## src/rtl/core/rdpd_pkg.sv

```systemverilog
// Shared types and constants for the remote debug packet deframer.
// No dependencies; compiled first.
`timescale 1ns / 1ps

package rdpd_pkg;

    localparam int BYTE_W = 8;
    localparam int LEN_W  = 10;
    localparam int EV_W   = 3;
    localparam int DIG_W  = 5;

    localparam logic [LEN_W-1:0] LEN_MAX = {LEN_W{1'b1}};

    // Framing bytes
    localparam logic [BYTE_W-1:0] CH_START  = 8'h24;  // '$'
    localparam logic [BYTE_W-1:0] CH_END    = 8'h23;  // '#'
    localparam logic [BYTE_W-1:0] CH_ESC    = 8'h7d;
    localparam logic [BYTE_W-1:0] ESC_XOR   = 8'h20;
    localparam logic [BYTE_W-1:0] CH_ACK    = 8'h2b;  // '+'
    localparam logic [BYTE_W-1:0] CH_NAK    = 8'h2d;  // '-'
    localparam logic [BYTE_W-1:0] BYTE_MASK = 8'hff;

    // Event codes on the result channel
    localparam logic [EV_W-1:0] EV_DATA     = 3'd0;
    localparam logic [EV_W-1:0] EV_RESTART  = 3'd1;
    localparam logic [EV_W-1:0] EV_ACCEPT   = 3'd2;
    localparam logic [EV_W-1:0] EV_BAD      = 3'd3;
    localparam logic [EV_W-1:0] EV_OVERFLOW = 3'd4;

    // Queue between front and back
    localparam int QUEUE_DEPTH = 4;
    localparam int QPTR_W      = $clog2(QUEUE_DEPTH);
    localparam int QCNT_W      = $clog2(QUEUE_DEPTH + 1);

    // One classified byte; digit[4] set when the byte is not a hex digit
    typedef struct packed {
        logic [BYTE_W-1:0] raw;
        logic              is_start;
        logic              is_end;
        logic              is_esc;
        logic [DIG_W-1:0]  digit;
    } rdpd_item_t;

endpackage

```

## src/rtl/core/rdpd_rx_if.sv

```systemverilog
// Receive byte channel: valid/ready handshake with one byte payload.
// Depends on rdpd_pkg.
`timescale 1ns / 1ps

interface rdpd_rx_if;
    import rdpd_pkg::*;

    logic              valid;
    logic              ready;
    logic [BYTE_W-1:0] rx_byte;

    modport source (output valid, output rx_byte, input ready);
    modport sink   (input valid, input rx_byte, output ready);
endinterface

```

## src/rtl/core/rdpd_res_if.sv

```systemverilog
// Result channel: valid/ready handshake carrying event, data byte and length.
// Depends on rdpd_pkg.
`timescale 1ns / 1ps

interface rdpd_res_if;
    import rdpd_pkg::*;

    logic              valid;
    logic              ready;
    logic [EV_W-1:0]   event_res;
    logic [BYTE_W-1:0] data;
    logic [LEN_W-1:0]  payload_length;

    modport source (output valid, output event_res, output data, output payload_length,
                    input ready);
    modport sink   (input valid, input event_res, input data, input payload_length,
                    output ready);
endinterface

```

## src/rtl/core/rdpd_front.sv

```systemverilog
// Front end: takes received bytes and classifies them for the back end.
// Depends on rdpd_pkg and rdpd_rx_if.
`timescale 1ns / 1ps

module rdpd_front (
    rdpd_rx_if.sink              rx,
    output logic                 push_valid,
    output rdpd_pkg::rdpd_item_t push_item,
    input  logic                 push_ready
);
    import rdpd_pkg::*;

    logic [BYTE_W-1:0] c;
    logic [DIG_W-1:0]  dig;

    assign c = rx.rx_byte;

    // Hex digit value, either case; 16 flags a non-hex byte
    always_comb
    begin
        if (c inside {[8'h61:8'h66]})
            dig = DIG_W'(c - 8'h61 + 8'd10);
        else if (c inside {[8'h30:8'h39]})
            dig = DIG_W'(c - 8'h30);
        else if (c inside {[8'h41:8'h46]})
            dig = DIG_W'(c - 8'h41 + 8'd10);
        else
            dig = DIG_W'(16);
    end

    always_comb
    begin
        push_item.raw      = c;
        push_item.is_start = (c == CH_START);
        push_item.is_end   = (c == CH_END);
        push_item.is_esc   = (c == CH_ESC);
        push_item.digit    = dig;
    end

    assign push_valid = rx.valid;
    assign rx.ready   = push_ready;

endmodule

```

## src/rtl/core/rdpd_queue.sv

```systemverilog
// Short FIFO of classified bytes between front and back end.
// Depends on rdpd_pkg.
`timescale 1ns / 1ps

module rdpd_queue (
    input  logic                 clk,
    input  logic                 rst_n,
    input  logic                 push_valid,
    input  rdpd_pkg::rdpd_item_t push_item,
    output logic                 push_ready,
    output logic                 pop_valid,
    output rdpd_pkg::rdpd_item_t pop_item,
    input  logic                 pop
);
    import rdpd_pkg::*;

    rdpd_item_t        mem_reg [QUEUE_DEPTH];
    logic [QPTR_W-1:0] wr_ptr_reg, wr_ptr_next;
    logic [QPTR_W-1:0] rd_ptr_reg, rd_ptr_next;
    logic [QCNT_W-1:0] count_reg, count_next;
    logic              do_push, do_pop;

    assign push_ready = (count_reg != QCNT_W'(QUEUE_DEPTH));
    assign pop_valid  = (count_reg != '0);
    assign pop_item   = mem_reg[rd_ptr_reg];
    assign do_push    = push_valid && push_ready;
    assign do_pop     = pop && pop_valid;

    always_comb
    begin
        wr_ptr_next = do_push ? wr_ptr_reg + 1'b1 : wr_ptr_reg;
        rd_ptr_next = do_pop ? rd_ptr_reg + 1'b1 : rd_ptr_reg;
        count_next  = count_reg;
        if (do_push && !do_pop)
            count_next = count_reg + 1'b1;
        else if (do_pop && !do_push)
            count_next = count_reg - 1'b1;
    end

    always_ff @(posedge clk or negedge rst_n)
    begin
        if (!rst_n)
        begin
            wr_ptr_reg <= '0;
            rd_ptr_reg <= '0;
            count_reg  <= '0;
        end
        else
        begin
            wr_ptr_reg <= wr_ptr_next;
            rd_ptr_reg <= rd_ptr_next;
            count_reg  <= count_next;
        end
    end

    always_ff @(posedge clk)
    begin
        if (do_push)
            mem_reg[wr_ptr_reg] <= push_item;
    end

endmodule

```

## src/rtl/core/rdpd_back.sv

```systemverilog
// Back end: packet state machine, checksum, length limit and result register.
// Depends on rdpd_pkg and rdpd_res_if.
`timescale 1ns / 1ps

module rdpd_back #(
    parameter int BUFFER_BYTES = 1024
) (
    input  logic                        clk,
    input  logic                        rst_n,
    input  logic                        cfg_we,
    input  logic [rdpd_pkg::LEN_W-1:0]  cfg_wdata,
    input  logic                        pop_valid,
    input  rdpd_pkg::rdpd_item_t        pop_item,
    output logic                        pop,
    rdpd_res_if.source                  res
);
    import rdpd_pkg::*;

    localparam int CAP_INT = (BUFFER_BYTES - 1 > int'(LEN_MAX)) ? int'(LEN_MAX)
                                                                : BUFFER_BYTES - 1;
    localparam logic [LEN_W-1:0] CAP = CAP_INT[LEN_W-1:0];

    typedef enum logic [2:0] {
        PH_HUNT,
        PH_PAYLOAD,
        PH_ESCAPED,
        PH_CK_HI,
        PH_CK_LO
    } phase_t;

    phase_t            phase_reg, phase_next;
    logic [BYTE_W-1:0] sum_reg, sum_next;
    logic [LEN_W-1:0]  count_reg, count_next;
    logic [DIG_W-1:0]  hi_reg, hi_next;
    logic [LEN_W-1:0]  max_payload_reg;
    logic [LEN_W-1:0]  limit;

    logic              out_valid_reg, out_valid_next;
    logic [EV_W-1:0]   out_ev_reg, out_ev_next;
    logic [BYTE_W-1:0] out_data_reg, out_data_next;
    logic [LEN_W-1:0]  out_len_reg, out_len_next;

    logic              emit;
    logic [EV_W-1:0]   ev;
    logic [BYTE_W-1:0] ev_data;
    logic [LEN_W-1:0]  ev_len;
    logic [LEN_W-1:0]  cnt_inc;
    logic [BYTE_W-1:0] sum_add;
    logic [BYTE_W-1:0] data_val;
    logic              take;

    assign limit   = (max_payload_reg < CAP) ? max_payload_reg : CAP;
    assign pop     = pop_valid && (!out_valid_reg || res.ready);
    assign cnt_inc = count_reg + 1'b1;
    assign sum_add = sum_reg + pop_item.raw;

    always_comb
    begin
        phase_next = phase_reg;
        sum_next   = sum_reg;
        count_next = count_reg;
        hi_next    = hi_reg;
        emit       = 1'b0;
        ev         = EV_DATA;
        ev_data    = '0;
        ev_len     = '0;
        take       = 1'b0;
        data_val   = pop_item.raw;

        case (phase_reg)
            PH_PAYLOAD:
            begin
                if (pop_item.is_start)
                begin
                    sum_next   = '0;
                    count_next = '0;
                    emit       = 1'b1;
                    ev         = EV_RESTART;
                end
                else if (pop_item.is_end)
                    phase_next = PH_CK_HI;
                else
                begin
                    sum_next = sum_add;
                    if (pop_item.is_esc)
                        phase_next = PH_ESCAPED;
                    else
                        take = 1'b1;
                end
            end
            PH_ESCAPED:
            begin
                sum_next = sum_add;
                data_val = pop_item.raw ^ ESC_XOR;
                take     = 1'b1;
            end
            PH_CK_HI:
            begin
                hi_next    = pop_item.digit;
                phase_next = PH_CK_LO;
            end
            PH_CK_LO:
            begin
                phase_next = PH_HUNT;
                emit       = 1'b1;
                ev_len     = count_reg;
                if (!hi_reg[DIG_W-1] && !pop_item.digit[DIG_W-1]
                    && ({hi_reg[3:0], pop_item.digit[3:0]} == sum_reg))
                begin
                    ev      = EV_ACCEPT;
                    ev_data = CH_ACK;
                end
                else
                begin
                    ev      = EV_BAD;
                    ev_data = CH_NAK;
                end
            end
            default:
            begin
                phase_next = PH_HUNT;
                if (pop_item.is_start)
                begin
                    sum_next   = '0;
                    count_next = '0;
                    hi_next    = '0;
                    if (limit == '0)
                    begin
                        emit = 1'b1;
                        ev   = EV_OVERFLOW;
                    end
                    else
                        phase_next = PH_PAYLOAD;
                end
            end
        endcase

        // Store one payload byte, or drop the packet once the limit is hit
        if (take)
        begin
            count_next = cnt_inc;
            emit       = 1'b1;
            ev_len     = cnt_inc;
            if (cnt_inc >= limit)
            begin
                phase_next = PH_HUNT;
                ev         = EV_OVERFLOW;
            end
            else
            begin
                phase_next = PH_PAYLOAD;
                ev         = EV_DATA;
                ev_data    = data_val & BYTE_MASK;
            end
        end
    end

    always_comb
    begin
        out_valid_next = out_valid_reg;
        out_ev_next    = out_ev_reg;
        out_data_next  = out_data_reg;
        out_len_next   = out_len_reg;
        if (out_valid_reg && res.ready)
            out_valid_next = 1'b0;
        if (pop && emit)
        begin
            out_valid_next = 1'b1;
            out_ev_next    = ev;
            out_data_next  = ev_data;
            out_len_next   = ev_len;
        end
    end

    always_ff @(posedge clk or negedge rst_n)
    begin
        if (!rst_n)
        begin
            phase_reg       <= PH_HUNT;
            sum_reg         <= '0;
            count_reg       <= '0;
            hi_reg          <= '0;
            max_payload_reg <= LEN_MAX;
            out_valid_reg   <= 1'b0;
        end
        else
        begin
            if (cfg_we)
                max_payload_reg <= cfg_wdata;
            if (pop)
            begin
                phase_reg <= phase_next;
                sum_reg   <= sum_next;
                count_reg <= count_next;
                hi_reg    <= hi_next;
            end
            out_valid_reg <= out_valid_next;
        end
    end

    always_ff @(posedge clk)
    begin
        out_ev_reg   <= out_ev_next;
        out_data_reg <= out_data_next;
        out_len_reg  <= out_len_next;
    end

    assign res.valid          = out_valid_reg;
    assign res.event_res      = out_ev_reg;
    assign res.data           = out_data_reg;
    assign res.payload_length = out_len_reg;

    // A held result must never be overwritten by a new transaction
    a_no_pop_when_stalled: assert property (@(posedge clk) disable iff (!rst_n)
        (out_valid_reg && !res.ready) |-> !pop)
        else $error("back end popped while result stalled");

    // Overflow reports exactly the limit in force
    a_overflow_len: assert property (@(posedge clk) disable iff (!rst_n)
        (out_valid_reg && out_ev_reg == EV_OVERFLOW && !$rose(out_valid_reg)
         && $stable(max_payload_reg)) |-> (out_len_reg == limit)
        || $past(out_valid_reg && !res.ready))
        else $error("overflow length differs from limit");

    // Checksum verdicts carry the matching ack or nak byte
    a_verdict_byte: assert property (@(posedge clk) disable iff (!rst_n)
        (out_valid_reg && (out_ev_reg == EV_ACCEPT || out_ev_reg == EV_BAD))
        |-> (out_data_reg == ((out_ev_reg == EV_ACCEPT) ? CH_ACK : CH_NAK)))
        else $error("verdict byte mismatch");

    // A verdict always sends the state machine back to hunting
    a_verdict_hunts: assert property (@(posedge clk) disable iff (!rst_n)
        (pop && phase_reg == PH_CK_LO) |=> (phase_reg == PH_HUNT))
        else $error("no return to hunting after checksum");

endmodule

```

## src/rtl/core/remote_debug_packet_deframer_unit.sv

```systemverilog
// Top level of the remote debug packet deframer: front end, queue, back end.
// Depends on rdpd_pkg, rdpd_rx_if, rdpd_res_if, rdpd_front, rdpd_queue, rdpd_back.
`timescale 1ns / 1ps

// Receives the byte stream of a debug link, one byte per rx transaction, and
// reports payload bytes (unescaped), restarts, checksum verdicts ('+' / '-')
// and overflow drops on the res channel, at most one result per byte. Bytes
// are taken at one per cycle: the front end classifies each byte into a
// four-entry queue and the back end retires one queued byte per cycle into
// its result register, so the sustained rate is one byte per cycle as long
// as res is drained; a byte passes the queue and then the result register.
// max_payload (reset 1023) is written through cfg_we/cfg_wdata; the user must
// do so only while the block is idle, which the block does not enforce. The
// limit in force is the smaller of max_payload and BUFFER_BYTES - 1.
module remote_debug_packet_deframer_unit #(
    parameter int BUFFER_BYTES = 1024
) (
    input  logic                       clk,
    input  logic                       rst_n,
    rdpd_rx_if.sink                    rx,
    rdpd_res_if.source                 res,
    input  logic                       cfg_we,
    input  logic [rdpd_pkg::LEN_W-1:0] cfg_wdata
);
    import rdpd_pkg::*;

    logic       push_valid;
    rdpd_item_t push_item;
    logic       push_ready;
    logic       pop_valid;
    rdpd_item_t pop_item;
    logic       pop;

    rdpd_front u_front (
        .rx         (rx),
        .push_valid (push_valid),
        .push_item  (push_item),
        .push_ready (push_ready)
    );

    rdpd_queue u_queue (
        .clk        (clk),
        .rst_n      (rst_n),
        .push_valid (push_valid),
        .push_item  (push_item),
        .push_ready (push_ready),
        .pop_valid  (pop_valid),
        .pop_item   (pop_item),
        .pop        (pop)
    );

    rdpd_back #(
        .BUFFER_BYTES (BUFFER_BYTES)
    ) u_back (
        .clk       (clk),
        .rst_n     (rst_n),
        .cfg_we    (cfg_we),
        .cfg_wdata (cfg_wdata),
        .pop_valid (pop_valid),
        .pop_item  (pop_item),
        .pop       (pop),
        .res       (res)
    );

endmodule

```

## src/flat_wrapper.sv

```systemverilog
// flat-port wrapper written by rule: the top's interface ports become plain ports
module remote_debug_packet_deframer_unit_flat import rdpd_pkg::*;
#(
    parameter int BUFFER_BYTES = 1024
)
  (clk, rst_n, cfg_we, cfg_wdata, rx_valid, rx_rx_byte, rx_ready, res_valid, res_event_res, res_data, res_payload_length, res_ready);
  rdpd_rx_if rx_i ();
  rdpd_res_if res_i ();
  input  logic clk;
  input  logic rst_n;
  input  logic cfg_we;
  input  logic [rdpd_pkg::LEN_W-1:0] cfg_wdata;
  input wire logic [$bits(rx_i.valid)-1:0] rx_valid;
  input wire logic [$bits(rx_i.rx_byte)-1:0] rx_rx_byte;
  output wire logic [$bits(rx_i.ready)-1:0] rx_ready;
  output wire logic [$bits(res_i.valid)-1:0] res_valid;
  output wire logic [$bits(res_i.event_res)-1:0] res_event_res;
  output wire logic [$bits(res_i.data)-1:0] res_data;
  output wire logic [$bits(res_i.payload_length)-1:0] res_payload_length;
  input wire logic [$bits(res_i.ready)-1:0] res_ready;
  assign rx_i.valid = rx_valid;
  assign rx_i.rx_byte = rx_rx_byte;
  assign rx_ready = rx_i.ready;
  assign res_valid = res_i.valid;
  assign res_event_res = res_i.event_res;
  assign res_data = res_i.data;
  assign res_payload_length = res_i.payload_length;
  assign res_i.ready = res_ready;
  remote_debug_packet_deframer_unit #(.BUFFER_BYTES(BUFFER_BYTES)) u_core (.clk(clk), .rst_n(rst_n), .rx(rx_i), .res(res_i), .cfg_we(cfg_we), .cfg_wdata(cfg_wdata));
endmodule
```

## config.mk

```make
export PLATFORM = sky130hd
export DESIGN_NAME = remote_debug_packet_deframer_unit_flat
export DESIGN_NICKNAME = d
export VERILOG_FILES = /design/src/rtl/core/rdpd_pkg.sv /design/src/rtl/core/rdpd_rx_if.sv /design/src/rtl/core/rdpd_res_if.sv /design/src/rtl/core/rdpd_front.sv /design/src/rtl/core/rdpd_queue.sv /design/src/rtl/core/rdpd_back.sv /design/src/rtl/core/remote_debug_packet_deframer_unit.sv /design/src/flat_wrapper.sv
export SDC_FILE = /design/constraint.sdc
export NUM_CORES = 1
export LEC_CHECK = 0
export BUFFER_PORTS_ARGS = -buffer_cell sky130_fd_sc_hd__buf_2
export CORE_UTILIZATION = 65
export CTS_CLUSTER_DIAMETER = 120
export CTS_CLUSTER_SIZE = 14
export DETAILED_ROUTE_END_ITERATION = 16
export PLACE_DENSITY_LB_ADDON = 0.05
export SLEW_MARGIN = 40
export SYNTH_ARGS = -nofsm -noshare
export SYNTH_HDL_FRONTEND = slang
export SYNTH_HIERARCHICAL = 1
export SYNTH_SLANG_ARGS = --single-unit
export TNS_END_PERCENT = 100
```

## constraint.sdc

```tcl
create_clock -name clk -period 8.4 [get_ports clk]
set_input_delay 0.84 -clock clk [delete_from_list [all_inputs] [get_ports clk]]
set_output_delay 0.84 -clock clk [all_outputs]
set_load 0.01 [all_outputs]
```

-- After elaboration in Yosys (flattened, before gate mapping)
Memory sizes are Yosys's and may differ from the RTL's.
Cells that the tools add are included.
- reduce and logical (&&, ||, !) cells: 33
- $lt $le $gt $ge: 8
- eq/ne operators: 14
- bitwise logic cells: 3
- mux-type cells: 50
- shift operators: 0
- add/sub/neg operators: 11
- divide/modulo/power cells: 0
- multipliers: 0
- operators with widths (cell ; number):
    $mux 10 ; 6
    $mux 8 ; 5
    $mux 3 ; 11
    $pmux 8 s3 ; 1
    $mux 5 ; 4
    $eq 8x6->1 const B ; 2
    $ge 8x7->1 const B ; 2
    $le 8x7->1 const B ; 2
    $mux 1 ; 16
    $logic_and 1x1->1 ; 12
    $mux 6 ; 2
    $pmux 3 s4 ; 1
    $add 10x1->10 const B ; 1
    $add 5x4->5 const B ; 2
    $ge 10x10->1 ; 1
    $logic_not 10->1 ; 1
    $lt 10x10->1 const B ; 1
    $pmux 5 s2 ; 1
    $sub 5x1->5 const B ; 2
    $pmux 3 s3 ; 1
    $add 8x8->8 ; 1
    $eq 8x7->1 const B ; 1
    $eq 8x8->1 ; 1
    $ge 8x6->1 const B ; 1
    other kinds (24) ; 41
- logic and storage cells: 132
- memory bits (writable): 64
- memories: 1
- input port bits: 23
- bits in registers: 65
- bits in latches: 0
- output and inout bits: 23
- memory bits (read-only): 0
- memories (memory ; depth ; bits a word ; read ports ; clocked after memory_dff ; wr ports ; line ; text):
    u_core.u_queue.mem_reg ; 4 ; 16 ; 1 ; 0 ; 1 ; rdpd_queue.sv:17 ; rdpd_item_t mem_reg [QUEUE_DEPTH];

-- Depth between registers and ports, before layout
- word-level depth: 9
- mapped depth: 12
- gate-level depth less buffers: 11

-- Cells and area by module
Netlist, hierarchy kept.
- modules (own cells, without submodules) (module ; cells each ; area an instance (µm²) ; sequential area each (µm²) ; times used):
    rdpd_back ; 329 ; 3390.8 ; 1569.0 ; 1
    rdpd_queue ; 119 ; 2760.1 ; 2097.0 ; 1
    rdpd_front ; 53 ; 406.6 ; 0.0 ; 1

-- Worst setup path before layout
Ideal clock, no wire load.
- path kind: register -> register
- start: register u_core.u_queue.rd_ptr_reg[0]
- end: register u_core.u_back.out_data_reg[0], in the netlist u_core/u_back/res.data[0], enable pin
- buffers on the path: 3
- stages on the path, launching flop included: 10
- period minus slack after synthesis: 3.474 ns
- required time: 8.001 ns
- library setup time: 0.399 ns
- setup slack: 4.926 ns
- data arrival time: 3.075 ns
- path through: dfrtp_1 -> buf_6 -> buf_12 -> mux4_2 -> or3_1 -> o22a_4 -> clkbuf_1 -> a21oi_1 -> a21oi_1 -> nor2_1
- RTL lines (what ; line ; text):
    start, declared ; rdpd_queue.sv:19 ; logic [QPTR_W-1:0] rd_ptr_reg, rd_ptr_next;
    start signal, assigned ; rdpd_queue.sv:51 ; rd_ptr_reg <= rd_ptr_next;
    end signal, assigned ; rdpd_back.sv:204 ; out_data_reg <= out_data_next;
    end, declared ; rdpd_back.sv:40 ; logic [BYTE_W-1:0] out_data_reg, out_data_next;

==> impl_metrics.py <==
metrics = {
    "synthesis": {
        "synthArstFlopShare_pct": 34.1,
        "synth-edff-count": 85,
        "synth_area_per_cell_um2": 13.1,
        "yosys.area.top_type": "edfxtp_1",
        "synth-adder-area-share_pct": 5.76,
        "synth_top_family_by_area": "compound AO/OA/AOI/OAI gates",
        "syn_inst": 501,
        "ys_dominant_reg_cell": "edfxtp_1",
        "synth_xor_area_share_pct": 3.74,
        "synth_area_um2": 6560,
        "synth-compound-area-share_pct": 12.3,
        "synthMuxAreaShare_pct": 6.98,
        "synth.top_cells.by_area": "edfxtp_1, dfrtp_1, ha_1, dfstp_2, mux4_1",
        "syn_nets": 553,
        "synth_simple_gate_area_share_pct": 10.5,
        "ys_ff_latch": 129,
        "yosysWarnings": 6,
        "ys_seq_area_share_pct": 55.9,
        "ys_types": 66,
        "synth_top_cell_area_share_pct": 38.9,
    },
    "grt": {
        "track_usage_pct": 26.6,
        "grt_first_pass_wirelength_mm": 19.9,
        "grt_max_degree": 45,
        "antenna_found_initial": 0,
        "overflow": 0,
        "grt_pass1_vias": 3967,
    },
    "die": {
        "die_h_um": 102,
        "initial_core_util_pct": 67.1,
        "die_x_um": 102,
        "ios": 46,
        "fp.coreArea_um2": 9770,
        "rows": 36,
        "dieArea_um2": 10500,
    },
    "cts": {
        "cts_hold_buf": 0,
        "h-tree-depth": 4,
        "post_cts_buffers": 0,
        "numCtsBuffers": 17,
        "cts_tree": "built",
        "path_clk_slew_ns": 0.06,
        "clockBufferDepth": 2,
        "root_buffer": "clkbuf_8",
        "clock_sinks": 129,
        "cts.repair.resized": 0,
        "worstSkewPairLatency_ns": 0.53,
    },
    "routing": {
        "drcViolationCount": 0,
        "dr.pass1.iters": 5,
        "wire_per_inst_um": 18.3,
        "wl_met1_mm": 5.58,
        "first_iter_violations": 196,
        "via_count": 4114,
        "wl_met2_mm": 6.09,
        "wl_met3_um": 513,
        "topRoutingLayerUsed": "met4",
        "drt_wl_total_mm": 12.5,
        "vias_per_cell": 6.04,
        "ant_nets": 0,
    },
    "setup_path": {
        "start_kind": "flip-flop",
        "path_class": "flip-flop to flip-flop",
        "arrival_ns": 3.38,
        "path_max_fanout": 21,
        "cp-end-kind": "flip-flop",
        "critPathRequiredTime_ns": 8.61,
    },
    "timing": {
        "slew_headroom_pct": 42.4,
        "fin_tns_setup_ns": 0,
        "setup_ws_ns": 5.23,
        "setup-violations-final": 0,
        "layout_min_cycle_time_ns": 3.17,
        "rsz0062_at_grt": "false",
        "fmax_mhz": 315,
        "finalMaxSlewViolations": 0,
        "finalHoldViolCount": 0,
        "worstMarginPinSlew_ns": 0.864,
        "period_share_pct": 37.8,
        "finClkSkew_ns": 0.00983,
    },
    "layout": {
        "largest_reg_flops": 64,
        "antennaDiodeCount": 0,
        "drive_above_1_share_pct": 22.6,
        "layout_common_cells": "edfxtp_1, buf_2, nand2_1, dfrtp_1, ha_1",
        "final_util_pct": 75.1,
        "final_cells": 681,
        "mostFrequentLayoutCell": "edfxtp_1",
        "nets": 587,
        "area_growth_pct": 12.0,
    },
    "run_status": {
        "status": "finished, final reports clean",
    },
    "job": {
        "maxCapViolations": 0,
    },
    "power": {
        "ir_drop_uv": 241,
        "leakage_nw": 3.04,
        "power_density_nw_per_um2": 362,
    },
    "placement": {
        "place_worst_setup_slack_ns": 5.24,
        "io_buffers": 45,
        "dp.cells": 649,
        "place_hpwl_mm": 8.47,
        "routabilityCongestion": 0.894,
    },
    "hold_path": {
        "hold_class": "primary input to asynchronous set/reset pin",
    },
}
-- cells in the mapped netlist (all sizes together), types with 2 or more instances --
master	number
edfxtp	85
nand2	39
dfrtp	34
ha	27
inv	25
o21ai	25
buf	21
xnor2	17
mux4	16
nor2	16
a21oi	14
and2	13
a22o	12
clkbuf	12
xor2	11
dfstp	10
nand3	10
a21o	9
nor2b	9
nand2b	7
nor4	7
a31oi	6
mux2	6
nand4	6
nor3	6
a31o	5
o211ai	5
o21a	4
a211o	3
a211oi	3
and3	3
o31ai	3
or3	3
a2111oi	2
a21boi	2
a32o	2
fa	2
nand3b	2
o21bai	2
o22a	2
o41ai	2
or2b	2
or3b	2
-- critical path, cell delays in order (launching register included) --
cell and delay, ns:
dfrtp_2 0.71, mux4_2 0.71, or3_1 0.45, o22a_4 0.30, a21oi_1 0.21, a21oi_1 0.08
nor2_1 0.10, buf_4 0.28
-- cells by family after synthesis --
logic type / count (synthesis)
xor+xnor: 28
fa+ha+maj: 29
mux: 22
compound gates: 107
buf+inv: 58
simple gates: 128
flops: 129
-- through the flow --
step / hold WS, ns / cell area, µm² / power, mW
4_1_cts: 0.305 / 7340 / 2.67
6_report: 0.319 / 7340 / 2.66
3_3_place_gp: 0.500 / 6740 / 1.92
2_1_floorplan: 0.486 / 6560 / 1.72
5_1_grt: 0.355 / 7340 / 2.82
3_5_place_dp: 0.515 / 6770 / 1.96
-- where the power goes --
| part | leakage (nW) | switching, mW | internal (mW) |
|---|---|---|---|
| combinational | 1.42 | 0.537 | 0.412 |
| sequential | 1.35 | 0.124 | 0.886 |
| clock | 0.271 | 0.275 | 0.428 |
| total | 3.04 | 0.936 | 1.73 |
-- final cells by class --
type	count	area, µm²
Sequential cell	129	3670
Multi-Input combinational cell	314	2580
Fill cell	625	2430
Clock buffer	19	422
Timing Repair Buffer	48	262
Tap cell	133	166
Clock inverter	13	149
Inverter	25	93.8
-- final timing paths --
check                      slack (ns)                                   to                         start  cells after the start
setup / recovery                 5.23  u_core/u_back/res.payload_length[7]  u_core/u_queue/rd_ptr_reg[0]                      7
hold / removal                   0.32           u_core/u_back/count_reg[4]                         rst_n                      1
setup reg to reg                 5.23  u_core/u_back/res.payload_length[7]  u_core/u_queue/rd_ptr_reg[0]                      7
hold reg to reg                  0.53           u_core/u_back/count_reg[1]    u_core/u_back/count_reg[1]                      2
max in group asynchronous        7.67         u_core/u_queue/rd_ptr_reg[0]                         rst_n                      1
min in group clk                 0.53           u_core/u_back/count_reg[1]    u_core/u_back/count_reg[1]                      2
-- per-layer routing --
metal / vias to the layer above / GRT usage [%]
met5: - / 0
met4: 0 / 15.6
met3: 19 / 5.34
met2: 126 / 42.8
met1: 2029 / 33.7
li1: 1940 / -
(Power assumes the default switching activity.)
